$ cat src/hw/rtl/usb_control_transfer_sequencer_assert.svh
// Assertion macros for the endpoint 0 control transfer sequencer.
`ifndef USB_CONTROL_TRANSFER_SEQUENCER_ASSERT_SVH
`define USB_CONTROL_TRANSFER_SEQUENCER_ASSERT_SVH
`ifndef SYNTHESIS
// Same-cycle implication, checked out of reset.
`define USB_CTL_ASSERT_IMPLY(label, clock, rstn, cond, prop) \
    label: assert property (@(posedge clock) disable iff (!rstn) (cond) |-> (prop)) \
        else $error("usb control sequencer check failed");
// Next-cycle implication, checked out of reset.
`define USB_CTL_ASSERT_NEXT(label, clock, rstn, cond, prop) \
    label: assert property (@(posedge clock) disable iff (!rstn) (cond) |=> (prop)) \
        else $error("usb control sequencer check failed");
`else
`define USB_CTL_ASSERT_IMPLY(label, clock, rstn, cond, prop)
`define USB_CTL_ASSERT_NEXT(label, clock, rstn, cond, prop)
`endif
`endif

$ cat src/hw/rtl/usb_ctl_pkg.sv
// Types and constants shared by the control transfer sequencer files.
package usb_ctl_pkg;

    localparam int LEN_W  = 16;
    localparam int DONE_W = 10;
    localparam int MPS_W  = 7;

    localparam logic [1:0] CMD_DATA_REPLY   = 2'd0;
    localparam logic [1:0] CMD_STATUS_REPLY = 2'd1;
    localparam logic [1:0] CMD_XFER_DONE    = 2'd2;
    localparam logic [1:0] CMD_UNUSED       = 2'd3;

    localparam logic [1:0] STAGE_NONE = 2'd0;
    localparam logic [1:0] STAGE_ACK  = 2'd1;
    localparam logic [1:0] STAGE_DATA = 2'd2;

    localparam logic [MPS_W-1:0] MPS_RESET = 7'd64;

    typedef struct packed {
        logic [1:0]        cmd;
        logic              dir_in;
        logic [LEN_W-1:0]  requested_length;
        logic [LEN_W-1:0]  available_length;
        logic              buffer_present;
        logic              endpoint_in;
        logic [DONE_W-1:0] done_length;
        logic              handler_ok;
    } in_item_t;

    typedef struct packed {
        logic              start_xfer;
        logic              xfer_dir_in;
        logic [MPS_W-1:0]  xfer_length;
        logic [LEN_W-1:0]  xfer_offset;
        logic              stall_both;
        logic [1:0]        stage_call;
        logic              accepted;
    } out_item_t;

    // Handshake between the input register and the result register.
    typedef struct packed {
        logic item_valid;
        logic result_free;
    } stage_ctl_t;

endpackage

$ cat src/hw/rtl/usb_ctl_in_if.sv
// Valid/ready channel carrying sequencer events.
interface usb_ctl_in_if;
    logic                 valid;
    logic                 ready;
    usb_ctl_pkg::in_item_t payload;

    modport source (output valid, output payload, input ready);
    modport sink   (input valid, input payload, output ready);
endinterface

$ cat src/hw/rtl/usb_ctl_out_if.sv
// Valid/ready channel carrying sequencer results.
interface usb_ctl_out_if;
    logic                  valid;
    logic                  ready;
    usb_ctl_pkg::out_item_t payload;

    modport source (output valid, output payload, input ready);
    modport sink   (input valid, input payload, output ready);
endinterface

$ cat src/hw/rtl/usb_ctl_in_stage.sv
// Input register: holds one event until the result register can take it.
module usb_ctl_in_stage (
    input  logic                  clk,
    input  logic                  rst_n,
    usb_ctl_in_if.sink            request,
    input  logic                  result_free,
    output usb_ctl_pkg::stage_ctl_t ctl,
    output usb_ctl_pkg::in_item_t item
);
    import usb_ctl_pkg::*;

    logic     valid_reg;
    logic     valid_next;
    in_item_t item_reg;
    logic     take;

    assign request.ready = !valid_reg || result_free;
    assign take          = request.valid && request.ready;

    always_comb
    begin
        valid_next = valid_reg;
        if (take)
        begin
            valid_next = 1'b1;
        end
        else if (result_free)
        begin
            valid_next = 1'b0;
        end
    end

    always_ff @(posedge clk or negedge rst_n)
    begin
        if (!rst_n)
        begin
            valid_reg <= 1'b0;
        end
        else
        begin
            valid_reg <= valid_next;
        end
    end

    always_ff @(posedge clk)
    begin
        if (take)
        begin
            item_reg <= request.payload;
        end
    end

    assign ctl.item_valid  = valid_reg;
    assign ctl.result_free = result_free;
    assign item            = item_reg;
endmodule

$ cat src/hw/rtl/usb_ctl_core.sv
// Transfer state, packet size register and the per-event step logic.
module usb_ctl_core (
    input  logic                            clk,
    input  logic                            rst_n,
    input  usb_ctl_pkg::stage_ctl_t         ctl,
    input  usb_ctl_pkg::in_item_t           item,
    input  logic                            cfg_we,
    input  logic [usb_ctl_pkg::MPS_W-1:0]   cfg_wdata,
    output logic                            fire,
    output usb_ctl_pkg::out_item_t          result_item
);
    import usb_ctl_pkg::*;

    logic [MPS_W-1:0] max_packet_size_reg;
    logic             dir_in_reg,   dir_in_next;
    logic [LEN_W-1:0] req_len_reg,  req_len_next;
    logic [LEN_W-1:0] xfer_len_reg, xfer_len_next;
    logic [LEN_W-1:0] bytes_reg,    bytes_next;
    logic             buf_reg,      buf_next;

    logic [LEN_W-1:0] min_len;
    logic [LEN_W-1:0] bytes_sum;
    logic [LEN_W-1:0] rem_base;
    logic [LEN_W-1:0] rem_len;
    logic [LEN_W-1:0] mps_ext;
    logic [LEN_W-1:0] done_ext;
    logic [MPS_W-1:0] pkt_len;

    assign fire     = ctl.item_valid && ctl.result_free;
    assign mps_ext  = {{(LEN_W-MPS_W){1'b0}}, max_packet_size_reg};
    assign done_ext = {{(LEN_W-DONE_W){1'b0}}, item.done_length};
    assign min_len  = (item.available_length < item.requested_length)
                      ? item.available_length : item.requested_length;
    assign bytes_sum = bytes_reg + done_ext;

    // Remaining length of the data packet: fresh request starts at offset zero.
    always_comb
    begin
        if (item.cmd == CMD_DATA_REPLY)
        begin
            rem_base = min_len;
        end
        else
        begin
            rem_base = (bytes_sum < xfer_len_reg) ? (xfer_len_reg - bytes_sum) : '0;
        end
        rem_len = rem_base;
        pkt_len = (rem_len < mps_ext) ? rem_len[MPS_W-1:0] : max_packet_size_reg;
    end

    always_comb
    begin
        dir_in_next   = dir_in_reg;
        req_len_next  = req_len_reg;
        xfer_len_next = xfer_len_reg;
        bytes_next    = bytes_reg;
        buf_next      = buf_reg;
        result_item   = '0;

        case (item.cmd)
            CMD_DATA_REPLY:
            begin
                dir_in_next   = item.dir_in;
                req_len_next  = item.requested_length;
                xfer_len_next = min_len;
                bytes_next    = '0;
                buf_next      = item.buffer_present;
                if (item.requested_length != '0)
                begin
                    // No buffer behind a nonzero transfer: latch only, start nothing.
                    if (!(min_len != '0 && !item.buffer_present))
                    begin
                        result_item.start_xfer  = 1'b1;
                        result_item.xfer_dir_in = item.dir_in;
                        result_item.xfer_length = pkt_len;
                        result_item.accepted    = 1'b1;
                    end
                end
                else
                begin
                    result_item.start_xfer  = 1'b1;
                    result_item.xfer_dir_in = !item.dir_in;
                    result_item.accepted    = 1'b1;
                end
            end
            CMD_STATUS_REPLY:
            begin
                dir_in_next             = item.dir_in;
                req_len_next            = '0;
                xfer_len_next           = '0;
                bytes_next              = '0;
                buf_next                = 1'b0;
                result_item.start_xfer  = 1'b1;
                result_item.xfer_dir_in = !item.dir_in;
                result_item.accepted    = 1'b1;
            end
            CMD_XFER_DONE:
            begin
                if (item.endpoint_in != dir_in_reg)
                begin
                    // Status stage completed.
                    if (item.done_length != '0)
                    begin
                        result_item.stage_call = STAGE_ACK;
                        result_item.accepted   = item.handler_ok;
                    end
                end
                else if (!dir_in_reg && (!buf_reg || done_ext > mps_ext))
                begin
                    // Drop OUT data with nowhere to go or longer than one packet.
                end
                else
                begin
                    bytes_next = bytes_sum;
                    if (bytes_sum == req_len_reg || done_ext < mps_ext)
                    begin
                        result_item.stage_call = STAGE_DATA;
                        result_item.accepted   = 1'b1;
                        if (item.handler_ok)
                        begin
                            result_item.start_xfer  = 1'b1;
                            result_item.xfer_dir_in = !dir_in_reg;
                        end
                        else
                        begin
                            result_item.stall_both = 1'b1;
                        end
                    end
                    else
                    begin
                        result_item.start_xfer  = 1'b1;
                        result_item.xfer_dir_in = dir_in_reg;
                        result_item.xfer_length = pkt_len;
                        result_item.xfer_offset = bytes_sum;
                        result_item.accepted    = 1'b1;
                    end
                end
            end
            default:
            begin
                result_item = '0;
            end
        endcase
    end

    always_ff @(posedge clk or negedge rst_n)
    begin
        if (!rst_n)
        begin
            max_packet_size_reg <= MPS_RESET;
            dir_in_reg          <= 1'b0;
            req_len_reg         <= '0;
            xfer_len_reg        <= '0;
            bytes_reg           <= '0;
            buf_reg             <= 1'b0;
        end
        else
        begin
            if (cfg_we)
            begin
                max_packet_size_reg <= cfg_wdata;
            end
            if (fire)
            begin
                dir_in_reg   <= dir_in_next;
                req_len_reg  <= req_len_next;
                xfer_len_reg <= xfer_len_next;
                bytes_reg    <= bytes_next;
                buf_reg      <= buf_next;
            end
        end
    end
endmodule

$ cat src/hw/rtl/usb_ctl_out_stage.sv
// Result register: holds one result until the consumer takes it.
module usb_ctl_out_stage (
    input  logic                   clk,
    input  logic                   rst_n,
    input  logic                   load,
    input  usb_ctl_pkg::out_item_t result_item,
    usb_ctl_out_if.source          result,
    output logic                   result_free
);
    import usb_ctl_pkg::*;

    logic      valid_reg;
    logic      valid_next;
    out_item_t item_reg;

    assign result_free = !valid_reg || result.ready;

    always_comb
    begin
        valid_next = valid_reg;
        if (load)
        begin
            valid_next = 1'b1;
        end
        else if (result.ready)
        begin
            valid_next = 1'b0;
        end
    end

    always_ff @(posedge clk or negedge rst_n)
    begin
        if (!rst_n)
        begin
            valid_reg <= 1'b0;
        end
        else
        begin
            valid_reg <= valid_next;
        end
    end

    always_ff @(posedge clk)
    begin
        if (load)
        begin
            item_reg <= result_item;
        end
    end

    assign result.valid   = valid_reg;
    assign result.payload = item_reg;
endmodule

$ cat src/hw/rtl/usb_control_transfer_sequencer.sv
// Top level of the USB endpoint 0 control transfer sequencer.
`include "usb_control_transfer_sequencer_assert.svh"

// Sequences the data and status stages of a device control transfer on
// endpoint 0. Each event on the request channel (data reply, status-only
// reply, or endpoint transfer completion) yields exactly one transfer on the
// result channel, telling the caller whether to start a packet, its
// direction, length and buffer offset, whether to stall both directions,
// and which handler stage was consulted. One event is taken every clock
// while the result channel is not stalled. An accepted event is held in the
// input register; its result is then loaded into the result register and
// offered on the result channel. The step logic between the registers reads
// and updates the transfer state in the same cycle, so consecutive events
// chain without bubbles. Backpressure on the result channel holds both
// registers; the request channel keeps accepting as long as the input
// register is empty or the result register is free or being drained. Write
// max_packet_size through cfg_we/cfg_wdata only while no events are in
// flight; it resets to 64 bytes.
module usb_control_transfer_sequencer (
    input  logic                          clk,
    input  logic                          rst_n,
    input  logic                          cfg_we,
    input  logic [usb_ctl_pkg::MPS_W-1:0] cfg_wdata,
    usb_ctl_in_if.sink                    request,
    usb_ctl_out_if.source                 result
);
    import usb_ctl_pkg::*;

    stage_ctl_t ctl;
    in_item_t   item;
    out_item_t  result_item;
    logic       result_free;
    logic       fire;
    logic       stall_shown;
    logic       stall_shape_ok;

    // Hold the event until the result register has room.
    usb_ctl_in_stage u_in_stage (
        .clk         (clk),
        .rst_n       (rst_n),
        .request     (request),
        .result_free (result_free),
        .ctl         (ctl),
        .item        (item)
    );

    // Advance the transfer state and form the result.
    usb_ctl_core u_core (
        .clk         (clk),
        .rst_n       (rst_n),
        .ctl         (ctl),
        .item        (item),
        .cfg_we      (cfg_we),
        .cfg_wdata   (cfg_wdata),
        .fire        (fire),
        .result_item (result_item)
    );

    // Register the result for the consumer.
    usb_ctl_out_stage u_out_stage (
        .clk         (clk),
        .rst_n       (rst_n),
        .load        (fire),
        .result_item (result_item),
        .result      (result),
        .result_free (result_free)
    );

    assign stall_shown    = result.valid && result.payload.stall_both;
    assign stall_shape_ok = (result.payload.stage_call == STAGE_DATA)
                            && result.payload.accepted && !result.payload.start_xfer;

    // An event leaving the input register lands in the result register.
    `USB_CTL_ASSERT_NEXT(a_fire_loads_result, clk, rst_n, fire, result.valid)

    // A stall only comes out of a rejected data stage, which is still a success.
    `USB_CTL_ASSERT_IMPLY(a_stall_is_data_stage, clk, rst_n, stall_shown, stall_shape_ok)

    // The unused command produces an empty result.
    `USB_CTL_ASSERT_NEXT(a_unused_cmd_empty, clk, rst_n, fire && item.cmd == CMD_UNUSED, result.payload == '0)
endmodule
$ cat src/flat_wrapper.sv
// flat-port wrapper written by rule: the top's interface ports become plain ports
module usb_control_transfer_sequencer_flat import usb_ctl_pkg::*;
  (clk, rst_n, cfg_we, cfg_wdata, request_valid, request_payload, request_ready, result_valid, result_payload, result_ready);
  usb_ctl_in_if request_i ();
  usb_ctl_out_if result_i ();
  input  logic clk;
  input  logic rst_n;
  input  logic cfg_we;
  input  logic [usb_ctl_pkg::MPS_W-1:0] cfg_wdata;
  input wire logic [$bits(request_i.valid)-1:0] request_valid;
  input wire logic [$bits(request_i.payload)-1:0] request_payload;
  output wire logic [$bits(request_i.ready)-1:0] request_ready;
  output wire logic [$bits(result_i.valid)-1:0] result_valid;
  output wire logic [$bits(result_i.payload)-1:0] result_payload;
  input wire logic [$bits(result_i.ready)-1:0] result_ready;
  assign request_i.valid = request_valid;
  assign request_i.payload = request_payload;
  assign request_ready = request_i.ready;
  assign result_valid = result_i.valid;
  assign result_payload = result_i.payload;
  assign result_i.ready = result_ready;
  usb_control_transfer_sequencer u_core (.clk(clk), .rst_n(rst_n), .cfg_we(cfg_we), .cfg_wdata(cfg_wdata), .request(request_i), .result(result_i));
endmodule
$ cat config.mk
export PLATFORM = sky130hd
export DESIGN_NAME = usb_control_transfer_sequencer_flat
export DESIGN_NICKNAME = d
export VERILOG_FILES = /design/src/hw/rtl/usb_ctl_pkg.sv /design/src/hw/rtl/usb_ctl_in_if.sv /design/src/hw/rtl/usb_ctl_out_if.sv /design/src/hw/rtl/usb_ctl_in_stage.sv /design/src/hw/rtl/usb_ctl_core.sv /design/src/hw/rtl/usb_ctl_out_stage.sv /design/src/hw/rtl/usb_control_transfer_sequencer.sv /design/src/flat_wrapper.sv
export VERILOG_INCLUDE_DIRS = /design/src /design/src/hw/rtl
export SDC_FILE = /design/constraint.sdc
export NUM_CORES = 1
export LEC_CHECK = 0
export BUFFER_PORTS_ARGS = -buffer_cell sky130_fd_sc_hd__buf_2
export CAP_MARGIN = 0
export CORE_MARGIN = 2
export CORE_UTILIZATION = 25
export CTS_CLUSTER_SIZE = 10
export DETAILED_ROUTE_END_ITERATION = 12
export PLACE_DENSITY = 0.37
export SLEW_MARGIN = 5
export SYNTH_ARGS = -nofsm -noshare
export SYNTH_HDL_FRONTEND = slang
export SYNTH_HIERARCHICAL = 1
export SYNTH_SLANG_ARGS = --single-unit
$ cat constraint.sdc
create_clock -name clk -period 10.4 [get_ports clk]
set_input_delay 1.04 -clock clk [delete_from_list [all_inputs] [get_ports clk]]
set_output_delay 1.04 -clock clk [all_outputs]
set_load 0.02 [all_outputs]
; ---- Word level (Yosys, flattened, before mapping)
; Cells that the tools add are included.
[word_totals]
register_bits = 136
word_cells = 97
[classes]
add_sub_neg = 2
magnitude_cmp = 5
eq_ne = 6
mux = 31
bitwise = 2
reduce_logical = 28
[ops]
columns = operator, count
row1 = $pmux W16 S2, 3
row2 = $mux W16, 5
row3 = $lt A16 B16 Y1, 2
row4 = $reduce_bool A16 Y1, 2
row5 = $mux W29, 1
row6 = $mux W26, 1
row7 = $mux W23, 1
row8 = $add A16 B10 Y16, 1
row9 = $eq A16 B16 Y1, 1
row10 = $lt A16 B7 Y1, 1
row11 = $sub A16 B16 Y16, 1
row12 = $mux W7, 2
row13 = $pmux W7 S2, 1
row14 = $gt A10 B7 Y1, 1
row15 = $lt A10 B7 Y1, 1
row16 = $reduce_bool A10 Y1, 1
row17 = $mux W9, 1
row18 = $mux W2, 4
row19 = $reduce_bool A2 Y1, 4
row20 = $reduce_or A4 Y1, 2
row21 = $mux W1, 7
row22 = $logic_not A1 Y1, 6
row23 = $mux W3, 2
row24 = $pmux W2 S3, 1
row25 = other kinds (13), 22

; ---- Depth between registers and ports, before layout
[depth]
depth_word = 10
mapped_depth = 25
depth_no_buf = 24

; ---- Modules after synthesis
; Netlist, hierarchy kept.
[modules_own_cells]
columns = module, n_inst, cells_each, area_per_inst_um2
row1 = usb_ctl_core, 1, 680, 5660.4
row2 = usb_ctl_in_stage, 1, 54, 1510.2
row3 = usb_ctl_out_stage, 1, 32, 918.4

; ---- Worst setup path before layout
; Ideal clock, no wire load.
[synth_path]
path_type = reg2reg
start = reg u_core.u_in_stage.item_reg, in the netlist u_core/u_in_stage/item[1]
end = reg u_core.u_out_stage.item_reg, in the netlist u_core/u_out_stage/result.payload[20], data pin
setup_time_ns = 0.260
t_arrival_ns = 5.193
setup_slack_ns = 4.947
path_stages_with_launch = 23
n_path_buf = 1
synth_period_minus_slack_ns = 5.453
cell_sequence = edfxtp_1 -> ha_1 -> fa_1 -> a21oi_2 -> o211ai_2 -> a21oi_1 -> nor2_1 -> xnor2_1 -> ha_1 -> clkbuf_1 -> nand4_1 -> nor4_1 -> nand2_1 -> mux2_4 -> o21ai_0 -> a21oi_4 -> o2bb2ai_1 -> ha_1 -> or4b_2 -> nor3b_1 -> a22o_1 -> nand3_4 -> mux2i_1
[synth_rtl]
columns = item, line
row1 = "start, declared", usb_ctl_in_stage.sv:14  ; in_item_t item_reg;
row2 = "start signal, assigned", usb_ctl_in_stage.sv:49  ; item_reg <= request.payload;
row3 = "end signal, assigned", usb_ctl_out_stage.sv:47  ; item_reg <= result_item;
row4 = "end, declared", usb_ctl_out_stage.sv:14  ; out_item_t item_reg;

==> results.sh <==
export IMPL_preCtsSetupSlack_ps=4349
export IMPL_drt_initial_drc_count=393
export IMPL_wire_per_inst_um=18.29
export IMPL_drc=0
export IMPL_powerDensity_nw_per_um2=198.8
export IMPL_synth_seq_area_share_pct=46.85
export IMPL_tightest_slew_ps=992.0
export IMPL_fmax_mhz=166.6
export IMPL_antenna_found_initial=0
export IMPL_async_flop_share_pct=43.38
export IMPL_hpwl_um=17590
export IMPL_cp_max_fo=8
export IMPL_grt_start_max_net_pins=60
export IMPL_reg2reg_to="u_core/u_out_stage/result.payload[26]"
export IMPL_grt_pass1_vias=6096
export IMPL_fin_ws_ps=4399
export IMPL_maxCapViolCount=0
export IMPL_coreArea_um2=31720
export IMPL_overflow=0
export IMPL_grt_setup_unrepaired="false"
export IMPL_yosysWarnings=6
export IMPL_avgViaCountPerCell=4.741
export IMPL_synthSimpleGateAreaFrac_pct=14.77
export IMPL_status="finished, final reports clean"
export IMPL_p_comb_share_pct=31.2
export IMPL_numCtsBuffers=17
export IMPL_synth_edff_count=77
export IMPL_reg2reg_slack_ps=4400
export IMPL_hold_path_cell_count=2
export IMPL_largest_reg_flops=48
export IMPL_synth_top_family_by_area="compound AO/OA/AOI/OAI gates"
export IMPL_arrival_ps=6180
export IMPL_swShare_pct=35.39
export IMPL_h_tree_depth=4
export IMPL_clkTransAtPathRegs_ps=70
export IMPL_vias=5974
export IMPL_hold_buffers=0
export IMPL_first_pass_iters=5
export IMPL_synth_mux_area_share_pct=4.192
export IMPL_reg2reg_from="u_core/u_in_stage/item[1]"
export IMPL_synthCells=766
export IMPL_fin_crit_ps=6001
export IMPL_grt_pass1_wl_um=36280
export IMPL_syn_cell_area_um2=8089
export IMPL_track_usage_pct=14.34
export IMPL_area_delta_synth_final_pct=16.94
export IMPL_clkPwrFrac_pct=32.2
export IMPL_place_gp_congestion=0.8179
export IMPL_min_delay_start="u_core/u_core/xfer_len_reg[3]"
export IMPL_min_path_type="reg2reg"
export IMPL_fp_dieH_um=183.9
export IMPL_worstSetupStartpointType="flip-flop"
export IMPL_peakVddDrop_mv=0.1182
export IMPL_syn_area_per_cell_um2=10.56
export IMPL_ant_nets=0
export IMPL_total_power_mw=1.880
export IMPL_clk_path_buf_depth=2
export IMPL_die_area_um2=33810
export IMPL_synth_compound_area_share_pct=17.12
export IMPL_cts_sinks=136
export IMPL_postCtsSetupBuffers=0
export IMPL_p_leak_nw=3.961
export IMPL_p_int_mw=1.215
export IMPL_end_kind="flip-flop"
export IMPL_diodes=0
export IMPL_ys_flop_type="edfxtp_1"
export IMPL_synth_net_count=880
export IMPL_port_buffers=90
export IMPL_drt_wl_total_um=23050
export IMPL_r2r_cells=22
export IMPL_worstPathRequired_ps=10580
export IMPL_slew_violations=0
export IMPL_period_share_pct=57.71
export IMPL_fin_nets=959
export IMPL_die_w_um=183.9
export IMPL_finalSetupTns_ps=0
export IMPL_ys_ff_latch=136
export IMPL_seqPwrFrac_pct=36.6
export IMPL_post_synth_fa_ha_maj_area_fraction_pct=8.940
export IMPL_cts_root_buf="clkbuf_16"
export IMPL_std_cell_rows=65
export IMPL_netSwitchingPower_uw=665.5
export IMPL_start_util_pct=25.50
export IMPL_setup_viol=0
export IMPL_ys_types=94
export IMPL_clock_latency_ps=430
export IMPL_cts_tree="yes"
export IMPL_critical_path_class="reg2reg"
export IMPL_cts_resized=0
export IMPL_skew_ps=13.62
export IMPL_slew_headroom_pct=33.86
export IMPL_io_pin_count=91
export IMPL_hold_viol=0
export IMPL_drive_gt1_share_pct=20.28
export IMPL_holdPathEnd="u_core/u_core/xfer_len_reg[3]"
export IMPL_synthXorXnorAreaFrac_pct=3.743
critical path: stages, from the launching register on:
cell and delay (ps):
edfxtp_1 410, ha_1 250, fa_1 440, a21oi_2 230, o211ai_2 130, a21oi_1 310, nor2_1 130, xnor2_1 170
ha_1 440, nand4_1 220, nor4_1 430, nand2_1 90, mux2_4 270, o21ai_0 280, a21oi_4 130, o2bb2ai_1 190
ha_1 200, or4b_2 680, nor2_1 120, a211o_1 130, a22o_1 170, nand3_4 150, mux2i_1 170
cell families after synthesis:
logic type / Yosys count
XOR/XNOR: 29
buffers and inverters: 77
adder cells (fa/ha/maj): 57
multiplexers: 33
AO/OA/AOI/OAI: 193
AND/OR/NAND/NOR: 241
flip-flops: 136
layout make-up:
cell class                      instances  area (µm²)
Clock buffer                           18       439.2
Clock inverter                         14       140.1
Fill cell                            3337       22260
Inverter                               44       165.2
Multi-Input combinational cell        553        3949
Sequential cell                       136        3790
Tap cell                              402       503.0
Timing Repair Buffer                   93       473.0
layer usage:
metal  global-route usage [%]  wire length, µm  up-vias
met5                        0                0        -
met4                    4.192              312        0
met3                    2.971              768       18
met2                    21.28            10070       99
met1                    20.88            11900     2892
li1                         -                -     2965
stage by stage:
step                hold slack (ps)  cell area [µm²]  util [%]  cells
global placement              468.2             8880     28.00   1228
floorplan                     449.7             8089         -    766
detailed placement            474.7             8880     28.00   1228
global route                  512.1             9459     29.82   1260
CTS                           489.5             9459     29.82   1260
finish                        489.6             9459     29.82   1260
worst max path at each step:
stage,startpoint,cells past startpoint,slack [ps],to
detailed placement,u_core/u_in_stage/item[1],21,4350,u_core/u_out_stage/result.payload[26]
CTS,u_core/u_in_stage/item[1],22,4350,u_core/u_out_stage/result.payload[26]
global route,u_core/u_in_stage/item[1],21,3880,u_core/u_out_stage/result.payload[26]
global placement,u_core/u_in_stage/item[1],22,4510,u_core/u_out_stage/result.payload[23]
finish,u_core/u_in_stage/item[1],22,4400,u_core/u_out_stage/result.payload[26]
floorplan,u_core/u_in_stage/item[1],22,4950,u_core/u_out_stage/result.payload[20]
synthesized netlist by cell type, types with 8 or more instances:
master,n,area [µm²]
buf_2,8,40.04
nand2b_1,10,62.56
ha_1,52,650.6
a21o_1,9,67.56
nand2_1,101,379.1
dfrtp_1,58,1451
edfxtp_1,77,2312
xnor2_1,19,166.4
nor4_1,10,62.56
a21oi_1,34,170.2
nor2b_1,8,50.05
nor3_1,10,50.05
nand3_1,14,70.07
o21ai_0,58,290.3
inv_1,44,165.2
nor2_1,45,168.9
mux2i_1,29,290.3
clkbuf_1,11,41.29
o31ai_1,18,135.1
power by group through the flow:
stage / Sequential (mW) / Combinational, mW / Clock [mW]
floorplan: 0.691 / 0.429 / 0
global placement: 0.700 / 0.595 / 0
detailed placement: 0.700 / 0.587 / 0
CTS: 0.689 / 0.590 / 0.627
global route: 0.697 / 0.652 / 0.650
finish: 0.688 / 0.587 / 0.605
cell usage in the layout (no fill, tap or decap), types with 9 or more instances in the layout:
master	synthesis	routed
ha_1	52	52
dfrtp_1	58	58
edfxtp_1	77	77
a21o_1	9	9
clkbuf_16	0	17
nor3_1	10	10
nor2_1	45	45
nor4_1	10	10
o21ai_0	58	58
mux2i_1	29	29
nand2b_1	10	10
xnor2_1	19	19
buf_2	8	90
o31ai_1	18	18
nand2_1	101	101
inv_1	44	44
a21oi_1	34	34
nand3_1	14	14
No activity file was read; power rests on OpenSTA's default activity.
